`config.mk`:
```
export PLATFORM = sky130hd
export DESIGN_NAME = ia64_outq
export DESIGN_NICKNAME = d
export VERILOG_FILES = /design/src/sv/ia64_pkg.sv /design/src/sv/ia64_outq.sv
export SDC_FILE = /design/constraint.sdc
export NUM_CORES = 1
export LEC_CHECK = 0
export ABC_AREA = 1
export ABC_CLOCK_PERIOD_IN_PS = 10300
export BUFFER_PORTS_ARGS = -buffer_cell sky130_fd_sc_hd__buf_2
export CAP_MARGIN = 20
export CORE_ASPECT_RATIO = 0.5
export CORE_MARGIN = 2
export CORE_UTILIZATION = 40
export CTS_CLUSTER_SIZE = 40
export DETAILED_ROUTE_END_ITERATION = 10
export PLACE_DENSITY = 0.65
export SETUP_SLACK_MARGIN = 0.2
export SLEW_MARGIN = 10
export SYNTH_ARGS = -nofsm -noshare
export SYNTH_HDL_FRONTEND = slang
export SYNTH_SLANG_ARGS = --single-unit
```
`constraint.sdc`:
```
create_clock -name clk -period 10.3 [get_ports clk]
set_input_delay 2.06 -clock clk [delete_from_list [all_inputs] [get_ports clk]]
set_output_delay 2.06 -clock clk [all_outputs]
set_load 0.02 [all_outputs]
```
`src/sv/ia64_pkg.sv`:
```
// Package for the 64-bit integer ALU core.
// Holds operation and status codes, queue sizes and the item types shared by all modules.
// No dependencies.
package ia64_pkg;

  localparam int MAX_OPERANDS = 4;
  localparam int NUM_OPERANDS = 4;
  localparam int FQ_DEPTH = 4;
  localparam int FQ_AW = $clog2(FQ_DEPTH);
  localparam int OQ_DEPTH = 2;
  localparam int OQ_AW = $clog2(OQ_DEPTH);
  localparam int DIV_STEPS = 64;
  localparam int LAST_STAGE = DIV_STEPS + 1;

  localparam logic [5:0] F_NEG = 6'd0;
  localparam logic [5:0] F_ADD = 6'd1;
  localparam logic [5:0] F_SUB = 6'd2;
  localparam logic [5:0] F_MUL = 6'd3;
  localparam logic [5:0] F_DIV = 6'd4;
  localparam logic [5:0] F_IDIV = 6'd5;
  localparam logic [5:0] F_REM = 6'd6;
  localparam logic [5:0] F_MOD = 6'd7;
  localparam logic [5:0] F_UDIV = 6'd8;
  localparam logic [5:0] F_UREM = 6'd9;
  localparam logic [5:0] F_MIN = 6'd10;
  localparam logic [5:0] F_MAX = 6'd11;
  localparam logic [5:0] F_BAND = 6'd12;
  localparam logic [5:0] F_BOR = 6'd13;
  localparam logic [5:0] F_BNOT = 6'd14;
  localparam logic [5:0] F_BXOR = 6'd15;
  localparam logic [5:0] F_LT = 6'd16;
  localparam logic [5:0] F_LE = 6'd17;
  localparam logic [5:0] F_ULT = 6'd18;
  localparam logic [5:0] F_ULE = 6'd19;
  localparam logic [5:0] F_GT = 6'd20;
  localparam logic [5:0] F_GE = 6'd21;
  localparam logic [5:0] F_UGT = 6'd22;
  localparam logic [5:0] F_UGE = 6'd23;
  localparam logic [5:0] F_LSHIFT = 6'd24;
  localparam logic [5:0] F_RSHIFT = 6'd25;
  localparam logic [5:0] F_ARSHIFT = 6'd26;
  localparam logic [5:0] F_LROTATE = 6'd27;
  localparam logic [5:0] F_RROTATE = 6'd28;
  localparam logic [5:0] F_EXTRACT = 6'd29;
  localparam logic [5:0] F_REPLACE = 6'd30;
  localparam logic [5:0] F_CLAMP = 6'd31;
  localparam logic [5:0] F_BTEST = 6'd32;
  localparam logic [5:0] F_COUNTRZ = 6'd33;
  localparam logic [5:0] F_COUNTLZ = 6'd34;
  localparam logic [5:0] F_BSWAP = 6'd35;

  localparam logic [2:0] ST_OK = 3'd0;
  localparam logic [2:0] ST_DIVZERO = 3'd1;
  localparam logic [2:0] ST_OVERFLOW = 3'd2;
  localparam logic [2:0] ST_BADPOS = 3'd3;
  localparam logic [2:0] ST_BADWIDTH = 3'd4;
  localparam logic [2:0] ST_PASTEND = 3'd5;
  localparam logic [2:0] ST_CLAMP = 3'd6;

  typedef struct packed {
    logic [5:0]              func;
    logic [63:0]             a;
    logic [63:0]             b;
    logic [63:0]             c;
    logic [63:0]             d;
    logic [NUM_OPERANDS-1:0] mask;
    logic [2:0]              st;
    logic                    dv;
    logic                    sdv;
  } item_t;

  typedef struct packed {
    logic [63:0] value;
    logic [2:0]  status;
  } res_t;

endpackage

```
`src/sv/ia64_outq.sv`:
```
// Result queue of the ALU core: holds finished results until the receiver pops them.
// Depends on ia64_pkg.
module ia64_outq (
  input  logic            clk,
  input  logic            rst,
  input  logic            res_push,
  input  ia64_pkg::res_t  res,
  output logic            oq_full,
  input  logic            pop,
  output logic            empty,
  output logic [63:0]     value,
  output logic [2:0]      status
);

  ia64_pkg::res_t              q [ia64_pkg::OQ_DEPTH];
  logic [ia64_pkg::OQ_AW-1:0]  wr_ptr;
  logic [ia64_pkg::OQ_AW-1:0]  rd_ptr;
  logic [ia64_pkg::OQ_AW:0]    cnt;
  logic                        do_pop;

  assign oq_full = (cnt == (ia64_pkg::OQ_AW+1)'(ia64_pkg::OQ_DEPTH));
  assign empty = (cnt == '0);
  assign value = q[rd_ptr].value;
  assign status = q[rd_ptr].status;
  assign do_pop = pop && !empty;

  always_ff @(posedge clk) begin
    if (res_push) q[wr_ptr] <= res;
    if (rst) begin
      wr_ptr <= '0;
      rd_ptr <= '0;
      cnt <= '0;
    end else begin
      if (res_push) wr_ptr <= wr_ptr + 1'b1;
      if (do_pop) rd_ptr <= rd_ptr + 1'b1;
      case ({res_push, do_pop})
        2'b10: cnt <= cnt + 1'b1;
        2'b01: cnt <= cnt - 1'b1;
        default: cnt <= cnt;
      endcase
    end
  end

endmodule

```
==> impl_results.md <==
* Die Span X at 165 microns
* Worst min path class: reg -> reg
* Final-report max-slew violation count at 0
* Data required, critical path at 8240 ps
* I/O pins at 140
* Max-Cap Viols at 0
* Post-CTS Setup Inserts at 0
* YS warnings at 0
* Crit path arrival time at 2010 ps
* Syn Nets at 317
* Synth Cell Area at 0.00518 sq mm
* CTS Hold Bufs at 0
* RD Place Congestion at 0.701
* First-pass GRT wire length at 13400 microns
* Resized cells post-CTS at 0
* Number of global-route vias before repair at 2775
* WL per Instance at 15.4 microns
* Netlist cell types at 15
* Nets at 471
* Fin Setup TNS at 0 ps
* Die ar. at 0.0139 sq mm
* CP max stage delay at 760 ps
* TritonCTS clock tree: done
* DP Cell Count at 549
* Final Cycle Share at 39.6%
* Mapped Avg Cell Area at 21.2 sq um
* Static Leak at 0.00260 uW
* Fmax achieved at 245 MHz
* Routed Antenna Nets at 0
* Crit path capture type: output port
* Slew @ Worst Pin at 778 ps
* Initial antenna violation count at 1
* Outcome: finished clean
* Largest area contributor in the netlist: edfxtp_1
* CP cell instances: buf_12 > mux2_2 > buf_2
* VDD IR max at 97.3 uV
* Final WL at 8950 microns
* Asr flop ratio synth at 0%
* Number of CTS-inserted buffers at 17
* Count leader, synth: edfxtp_1
* Sequential cell area fraction in the yosys report at 79.6%
* Synth top area share at 77.6%
* Router iterations before antenna repair at 4
* Total number of vias at 2716
* Top post-synthesis cells by area: edfxtp_1 (78%), mux2_4 (8.7%), mux2_2 (8.0%)
* Largest net degree at the start of global routing at 68
* Layout Area Growth over Synthesis at 29.5%
* Reg2reg start: wr_ptr
* Multi-input logic area at 980 sq um
* Overall Global Routing Usage at 13.2%
* Top post-synthesis cells by count: edfxtp_1 (134), mux2_2 (37), mux2_4 (30)
* Hold Fails Final Rpt at 0
* DPL Wire Length at 5610 microns
* Clk slew on worst S/H paths at 50 ps
* Aggregate global routing overflow at 0
* Rows at 29
* Fillers at 1057
* Critical setup path kind: reg -> out
* H-tree depth at 4
* Final setup skew at 6.78 ps
* Critical-path maximum fanout at 40
* IO Port Bufs at 139
* Layout cell share with drive strength beyond 1 at 58.3%
* Post-synth EDFFs at 134
* Seq cells post-synth at 139
* Final non-filler cell total at 582
* HP Start: rd_ptr
* Root Buffer: clkbuf_16
* DRC viols at 0
* CP max stage cell: dfxtp_4
* Startpoint types: flop
* Syn Inst Count at 245
* RSZ-0062 raised after global routing: no
* Clock Sinks at 139
* Starting Density at 40.9%
* Worst hold slack at 497 ps
* Power per cell area at 223 mW/mm^2
* Most used DFF post-synth: edfxtp_1
* Final setup violating endpoints at 0
* Vias per inst at 4.67
* Relative slew slack at 48.0%
* Skew-Pair Late Insertion Delay at 400 ps
* Clock Path Buffers at 2
* # diodes at 0
* Min cycle time layout at 4070 ps
* Core area at 0.0127 sq mm
* Iter 0 DRT Violations at 112
* FF+latch area at 0.00413 sq mm
* Die H at 84.5 microns
registers in the layout, indices dropped and copies added (netlist names), named ones only:
signal,count
rd_ptr,1
q,134
cnt,2
wr_ptr,1
kinds of logic (layout without fill, tap and decap cells):
family | Yosys count | in the layout | synth area share [%]
flip-flops | 139 | 139 | 79.6
multiplexers | 67 | 67 | 16.7
AND/OR/NAND/NOR | 21 | 21 | 1.59
buffers and inverters | 15 | 182 | 1.67
AO/OA/AOI/OAI | 2 | 2 | 0.193
adder cells (fa/ha/maj) | 1 | 1 | 0.241
path summary, 6_finish.rpt:
check             slack [ps]        end  cells past startpoint
setup / recovery        6230  value[54]                      3
hold reg to reg          500       flop                      2
hold / removal           500       flop                      2
setup reg to reg        8310   q[0][41]                      2
where the power goes:
part / switching [uW] / internal, uW / leakage [uW] / total (uW)
combinational: 99.2 / 81.6 / 0.00101 / 181
sequential: 17.6 / 656 / 0.00130 / 673
clock: 214 / 427 / 0.000298 / 641
per-stage QoR:
stage / power (uW) / utilization (%) / instance area [sq um] / setup WS, ps
after floorplan: 808 / - / 5180 / 4880
after global routing: 1550 / 53.0 / 6710 / 6120
after global placement: 865 / 47.9 / 6060 / 6400
after detailed placement: 868 / 47.9 / 6060 / 6370
after CTS: 1510 / 52.9 / 6690 / 6090
final: 1500 / 53.0 / 6710 / 6230
cells in the final DEF, fill, tap and decap left out, drive strengths merged:
cell	n
bufinv	5
a21oi	1
mux2	67
buf	142
ha	1
clkbuf	19
dfxtp	5
nand2	7
clkinvlp	3
inv	8
o21ai	1
nor3	1
clkinv	5
nor2	12
nand4	1
edfxtp	134
layer usage:
metal	up-vias	track usage, %	routed length, microns
met4	2	6.17	151
li1	1258	-	-
met1	1370	14.0	3530
met5	-	0	13
met2	71	23.7	4850
met3	15	4.55	415
worst max-delay path: cells and delay by family, from the launching register on:
| family | cells | cell delay, ps |
|---|---|---|
| muxes | 1 | 370 |
| DFF | 1 | 760 |
| buffers and inverters | 2 | 460 |
cell type report:
class	count	area share, %
clock buffer	19	6.45
clock inverter	13	2.96
inverter	8	0.447
multi-input combinational	91	14.6
sequential	139	61.5
tap	170	3.17
timing repair buffer	142	10.9
(Power assumes the default switching activity.)
