### src/sv/ia64_pkg.sv
// Package for the 64-bit integer ALU core.
// Holds operation and status codes, queue sizes and the item types shared by all modules.
// No dependencies.
package ia64_pkg;

  localparam int MAX_OPERANDS = 4;
  localparam int NUM_OPERANDS = 4;
  localparam int FQ_DEPTH = 4;
  localparam int FQ_AW = $clog2(FQ_DEPTH);
  localparam int OQ_DEPTH = 2;
  localparam int OQ_AW = $clog2(OQ_DEPTH);
  localparam int DIV_STEPS = 64;
  localparam int LAST_STAGE = DIV_STEPS + 1;

  localparam logic [5:0] F_NEG = 6'd0;
  localparam logic [5:0] F_ADD = 6'd1;
  localparam logic [5:0] F_SUB = 6'd2;
  localparam logic [5:0] F_MUL = 6'd3;
  localparam logic [5:0] F_DIV = 6'd4;
  localparam logic [5:0] F_IDIV = 6'd5;
  localparam logic [5:0] F_REM = 6'd6;
  localparam logic [5:0] F_MOD = 6'd7;
  localparam logic [5:0] F_UDIV = 6'd8;
  localparam logic [5:0] F_UREM = 6'd9;
  localparam logic [5:0] F_MIN = 6'd10;
  localparam logic [5:0] F_MAX = 6'd11;
  localparam logic [5:0] F_BAND = 6'd12;
  localparam logic [5:0] F_BOR = 6'd13;
  localparam logic [5:0] F_BNOT = 6'd14;
  localparam logic [5:0] F_BXOR = 6'd15;
  localparam logic [5:0] F_LT = 6'd16;
  localparam logic [5:0] F_LE = 6'd17;
  localparam logic [5:0] F_ULT = 6'd18;
  localparam logic [5:0] F_ULE = 6'd19;
  localparam logic [5:0] F_GT = 6'd20;
  localparam logic [5:0] F_GE = 6'd21;
  localparam logic [5:0] F_UGT = 6'd22;
  localparam logic [5:0] F_UGE = 6'd23;
  localparam logic [5:0] F_LSHIFT = 6'd24;
  localparam logic [5:0] F_RSHIFT = 6'd25;
  localparam logic [5:0] F_ARSHIFT = 6'd26;
  localparam logic [5:0] F_LROTATE = 6'd27;
  localparam logic [5:0] F_RROTATE = 6'd28;
  localparam logic [5:0] F_EXTRACT = 6'd29;
  localparam logic [5:0] F_REPLACE = 6'd30;
  localparam logic [5:0] F_CLAMP = 6'd31;
  localparam logic [5:0] F_BTEST = 6'd32;
  localparam logic [5:0] F_COUNTRZ = 6'd33;
  localparam logic [5:0] F_COUNTLZ = 6'd34;
  localparam logic [5:0] F_BSWAP = 6'd35;

  localparam logic [2:0] ST_OK = 3'd0;
  localparam logic [2:0] ST_DIVZERO = 3'd1;
  localparam logic [2:0] ST_OVERFLOW = 3'd2;
  localparam logic [2:0] ST_BADPOS = 3'd3;
  localparam logic [2:0] ST_BADWIDTH = 3'd4;
  localparam logic [2:0] ST_PASTEND = 3'd5;
  localparam logic [2:0] ST_CLAMP = 3'd6;

  typedef struct packed {
    logic [5:0]              func;
    logic [63:0]             a;
    logic [63:0]             b;
    logic [63:0]             c;
    logic [63:0]             d;
    logic [NUM_OPERANDS-1:0] mask;
    logic [2:0]              st;
    logic                    dv;
    logic                    sdv;
  } item_t;

  typedef struct packed {
    logic [63:0] value;
    logic [2:0]  status;
  } res_t;

endpackage

### src/sv/ia64_front.sv
// Front end of the ALU core: decodes each item and buffers it in a short queue.
// Depends on ia64_pkg.
module ia64_front (
  input  logic                clk,
  input  logic                rst,
  input  logic                push,
  output logic                full,
  input  logic [5:0]          func,
  input  logic [63:0]         operand_a,
  input  logic [63:0]         operand_b,
  input  logic [63:0]         operand_c,
  input  logic [63:0]         operand_d,
  input  logic [2:0]          operand_count,
  input  logic                hd_pop,
  output logic                hd_empty,
  output ia64_pkg::item_t     hd
);

  ia64_pkg::item_t              q [ia64_pkg::FQ_DEPTH];
  ia64_pkg::item_t              it;
  logic [ia64_pkg::FQ_AW-1:0]   wr_ptr;
  logic [ia64_pkg::FQ_AW-1:0]   rd_ptr;
  logic [ia64_pkg::FQ_AW:0]     cnt;
  logic [2:0]                   csat;
  logic                         do_push;
  logic                         do_pop;

  assign full = (cnt == (ia64_pkg::FQ_AW+1)'(ia64_pkg::FQ_DEPTH));
  assign hd_empty = (cnt == '0);
  assign hd = q[rd_ptr];
  assign do_push = push && !full;
  assign do_pop = hd_pop && !hd_empty;

  always_comb begin
    csat = operand_count;
    if (csat > 3'(ia64_pkg::MAX_OPERANDS)) csat = 3'(ia64_pkg::MAX_OPERANDS);
    if (csat > 3'(ia64_pkg::NUM_OPERANDS)) csat = 3'(ia64_pkg::NUM_OPERANDS);
    it.func = func;
    it.a = operand_a;
    it.b = operand_b;
    it.c = operand_c;
    it.d = operand_d;
    for (int i = 0; i < ia64_pkg::NUM_OPERANDS; i++) begin
      it.mask[i] = (3'(i) < csat);
    end
    it.dv = (func >= ia64_pkg::F_DIV) && (func <= ia64_pkg::F_UREM);
    it.sdv = (func >= ia64_pkg::F_DIV) && (func <= ia64_pkg::F_MOD);
    it.st = ia64_pkg::ST_OK;
    if (it.dv && operand_b == 64'd0) begin
      it.st = ia64_pkg::ST_DIVZERO;
    end else if ((func == ia64_pkg::F_DIV || func == ia64_pkg::F_IDIV) &&
                 operand_a == 64'h8000_0000_0000_0000 && operand_b == '1) begin
      it.st = ia64_pkg::ST_OVERFLOW;
    end
  end

  always_ff @(posedge clk) begin
    if (do_push) q[wr_ptr] <= it;
    if (rst) begin
      wr_ptr <= '0;
      rd_ptr <= '0;
      cnt <= '0;
    end else begin
      if (do_push) wr_ptr <= wr_ptr + 1'b1;
      if (do_pop) rd_ptr <= rd_ptr + 1'b1;
      case ({do_push, do_pop})
        2'b10: cnt <= cnt + 1'b1;
        2'b01: cnt <= cnt - 1'b1;
        default: cnt <= cnt;
      endcase
    end
  end

endmodule

### config.mk
export PLATFORM = sky130hd
export DESIGN_NAME = ia64_front
export DESIGN_NICKNAME = d
export VERILOG_FILES = /design/src/sv/ia64_pkg.sv /design/src/sv/ia64_front.sv
export SDC_FILE = /design/constraint.sdc
export NUM_CORES = 1
export LEC_CHECK = 0
export ABC_CLOCK_PERIOD_IN_PS = 15700
export BUFFER_PORTS_ARGS = -buffer_cell sky130_fd_sc_hd__buf_2
export CAP_MARGIN = 40
export CORE_MARGIN = 3
export CORE_UTILIZATION = 61
export CTS_CLUSTER_SIZE = 40
export DETAILED_ROUTE_END_ITERATION = 10
export GPL_TIMING_DRIVEN = 0
export PLACE_DENSITY = 0.86
export RECOVER_POWER = 100
export SLEW_MARGIN = 15
export SYNTH_ARGS = -nofsm -noshare
export SYNTH_HDL_FRONTEND = slang
export SYNTH_SLANG_ARGS = --single-unit
### constraint.sdc
create_clock -name clk -period 15.7 [get_ports clk]
set_input_delay 1.57 -clock clk [delete_from_list [all_inputs] [get_ports clk]]
set_output_delay 1.57 -clock clk [all_outputs]
set_load 0.05 [all_outputs]
==> impl_metrics.ini <==
[run_status]
run_status = complete, but fails checks
failing_checks = capacitance limit, slew limit

[detailed_routing]
routed_wire_length_per_instance_um = 32.38
route.vias.total = 20470
first_iter_violations = 2586
antenna_left = 0
drt_drc_violations_left = 0
dr.pass1.iters = 6
wl_um = 102700
drt-vias-per-instance = 6.450

[sta]
number_of_max_slew_violations_in_the_final_report = 1132
max_slew.worst_pin.slew_ns = 3.399
timing.max_slew.rel_slack = -1.266
final_critical_path_setup_slack_ns = 6.493
rsz0062_at_grt = no
clock.fmax_mhz = 108.6
finalSetupViolations = 0
timing.final.crit_period_ns = 9.207
clock-skew-final_ns = 0.04681
finalCritPeriodShare = 0.5864
final-hold-violation-count = 0
final.setup.tns_ns = 0

[synthesis]
synth_area_per_cell_um2 = 25.83
synth_async_reset_ratio = 0
synth_nets = 1814
ys.flop_type = sky130_fd_sc_hd__edfxtp_1
ys_types = 37
synth_enable_flop_cells = 1080
synth_sequential_area_ratio = 0.8203
post_synth_instance_area_um2 = 39760
synth_cells = 1539
synth.yosys.warnings = 0
synth_seq_cells = 1089

[worst_setup_path]
path_buf_inv = 5
worst-path-max-fanout = 50
arrival_ns = 9.41
cp_top_family = buffers and inverters
worstPathCellList = buf_2, nor2b_1, clkbuf_1, and2_0, clkbuf_1, clkbuf_1, clkbuf_1
crit_path_frequent_cell = sky130_fd_sc_hd__clkbuf_1
worst_setup_path_start_kind = input port
worst_ep_required_time_ns = 15.90
crit_path_top_delay_cell = sky130_fd_sc_hd__clkbuf_1
end_kind = register
worst-setup-path-type = in2reg
critical-path-max-stage-delay_ns = 2.40

[global_routing]
antenna_found_initial = 33
grt_first_pass_wirelength_um = 146600
grt_pass1_vias = 21360
grt_max_degree = 52
grt_use_total = 0.3014
grt.overflow.total = 0

[die]
core_area_um2 = 63770
die_w_um = 261.3
die_area_um2 = 68270
num_io_pins = 542
die_h_um = 261.3
floorplan.initialDensity = 0.6234
cell_rows = 92

[placement]
globalplace.congestion = 0.7999
dpl.hpwl_um = 62760
place_ws_ns = 11.55
port_buffers = 539
post-place-cells = 2952

[layout]
num-fill-cells = 3622
final_net_count = 2486
layout_common_cells = 1080 x sky130_fd_sc_hd__edfxtp_1, 595 x sky130_fd_sc_hd__clkbuf_1, 270 x sky130_fd_sc_hd__mux4_2
mostFrequentLayoutCell = sky130_fd_sc_hd__edfxtp_1
area.growth.synth_to_final_pct = 16.63
post-route-util = 0.7271
drive_above_1_share = 0.2066
instances_no_fill = 3173
sequential_cell_area_um2 = 32610
multiInputGateArea_um2 = 6830

[clocking]
tritoncts.num_buffers = 102
cts.reportedPaths.clkPinSlew_ns = 0.07
clock_tree.buffer_depth = 3
tritoncts_num_sinks = 1089
post-cts-setup-buffers = 0
clk-insertion-delay-late_ns = 0.67
clockRootBuffer = sky130_fd_sc_hd__clkbuf_16
h-tree-depth = 3
cts_repair_resize_count = 0
cts.hold.buffers_added = 0
tritoncts = yes

[job]
drv_cap = 28

[power]
total_power_mw = 8.882
peakVddDrop_mv = 0.2288
power_density_nw_per_um2 = 191.6
power_leakage_nw = 14.10

[hold_path]
path_class_of_the_lowest_slack_min_delay_path = reg2reg
[final timing paths]
| kind | endpoint | slack, ns | startpoint | depth (start not counted) |
|---|---|---|---|---|
| min reg2reg | register | 0.58 | rd_ptr[0]$_SDFFE_PP0P_ | 2 |
| max | q[0][180]$_DFFE_PP_ | 6.49 | push | 7 |
| max reg2reg | q[0][180]$_DFFE_PP_ | 6.91 | cnt[1]$_SDFFE_PP0P_ | 7 |
| min | register | 0.58 | rd_ptr[0]$_SDFFE_PP0P_ | 2 |
[stage by stage]
step | hold slack, ns | cell area, um2
final | 0.5797 | 46370
after global routing | 0.5994 | 46340
after CTS | 0.5834 | 47470
after detailed placement | 0.5282 | 44170
after global placement | 0.4960 | 43510
after floorplan | 0.4789 | 39760
[area by class of cell]
| cell class | instances | share of cell area |
|---|---|---|
| repair buffers | 568 | 0.04690 |
| inverters | 6 | 0.0004857 |
| well taps | 846 | 0.02283 |
| multi-input cells | 380 | 0.1473 |
| clock buffers | 122 | 0.05667 |
| clock inverters | 65 | 0.01460 |
| diodes | 33 | 0.001781 |
| plain buffers | 64 | 0.006072 |
| flip-flops and latches | 1089 | 0.7033 |
[power breakdown]
| group | switching [mW] | leakage (nW) | total, mW | internal, mW |
|---|---|---|---|---|
| sequential | 0.0885 | 9.98 | 3.64 | 3.55 |
| clock | 1.07 | 1.60 | 2.44 | 1.37 |
| combinational | 2.09 | 2.52 | 2.81 | 0.714 |
[worst register-to-register path, delay by kind of cell (launching register included)]
kind | cells | cell delay (ns)
buffers and inverters | 4 | 6.21
flip-flops | 1 | 0.45
AND/OR/NAND/NOR | 3 | 1.63
[per-layer routing]
layer  part of all wire  global-route usage  vias up
met5            0.00054                   0        -
met4              0.053              0.1484        8
met3              0.092             0.07214      322
met2               0.53              0.5069     1436
met1               0.33              0.3730    10600
li1                   -                   -     8098
[registers in the layout, summed over array words and instances, names as in the netlist, named ones only]
signal / cells
cnt: 3
wr_ptr: 2
rd_ptr: 2
q: 1080
[Yosys cell counts (2+ instances only)]
master                     count  area, um2
sky130_fd_sc_hd__ha_1          5      62.56
sky130_fd_sc_hd__buf_2        33      165.2
sky130_fd_sc_hd__mux2i_1       2      20.02
sky130_fd_sc_hd__nand2_1       3      11.26
sky130_fd_sc_hd__inv_1         6      22.52
sky130_fd_sc_hd__dfxtp_1       9      180.2
sky130_fd_sc_hd__nor4_2        2      25.02
sky130_fd_sc_hd__mux4_2      270       6081
sky130_fd_sc_hd__edfxtp_1   1080      32430
sky130_fd_sc_hd__xnor2_1       2      17.52
sky130_fd_sc_hd__nor2_1       10      37.54
sky130_fd_sc_hd__nand4b_1      3      26.28
sky130_fd_sc_hd__and2_1        5      31.28
sky130_fd_sc_hd__or4_1         4      30.03
sky130_fd_sc_hd__xor2_1        3      26.28
sky130_fd_sc_hd__a21oi_1       2      10.01
sky130_fd_sc_hd__nand4_1      19      118.9
sky130_fd_sc_hd__nor3_1        5      25.02
sky130_fd_sc_hd__nor4_1       27      168.9
sky130_fd_sc_hd__nor4b_1       3      26.28
sky130_fd_sc_hd__buf_1        18      67.56
sky130_fd_sc_hd__or3_1         2      12.51
sky130_fd_sc_hd__clkbuf_1     12      45.04
[kinds of logic (layout without fill, tap and decap cells)]
kind of cell	count (synthesis)	in the layout	share of synthesized area
adders and majority gates	6	6	0.002077
and+or+nand+nor	91	91	0.01445
DFF	1089	1089	0.8203
other	1	34	0.00009433
muxes	272	272	0.1535
AOI/OAI and AO/OA	5	5	0.0007868
buffers and inverters	70	825	0.007742
xor gates and xnor gates	5	5	0.001102
No activity file was read; power rests on OpenSTA's default activity.
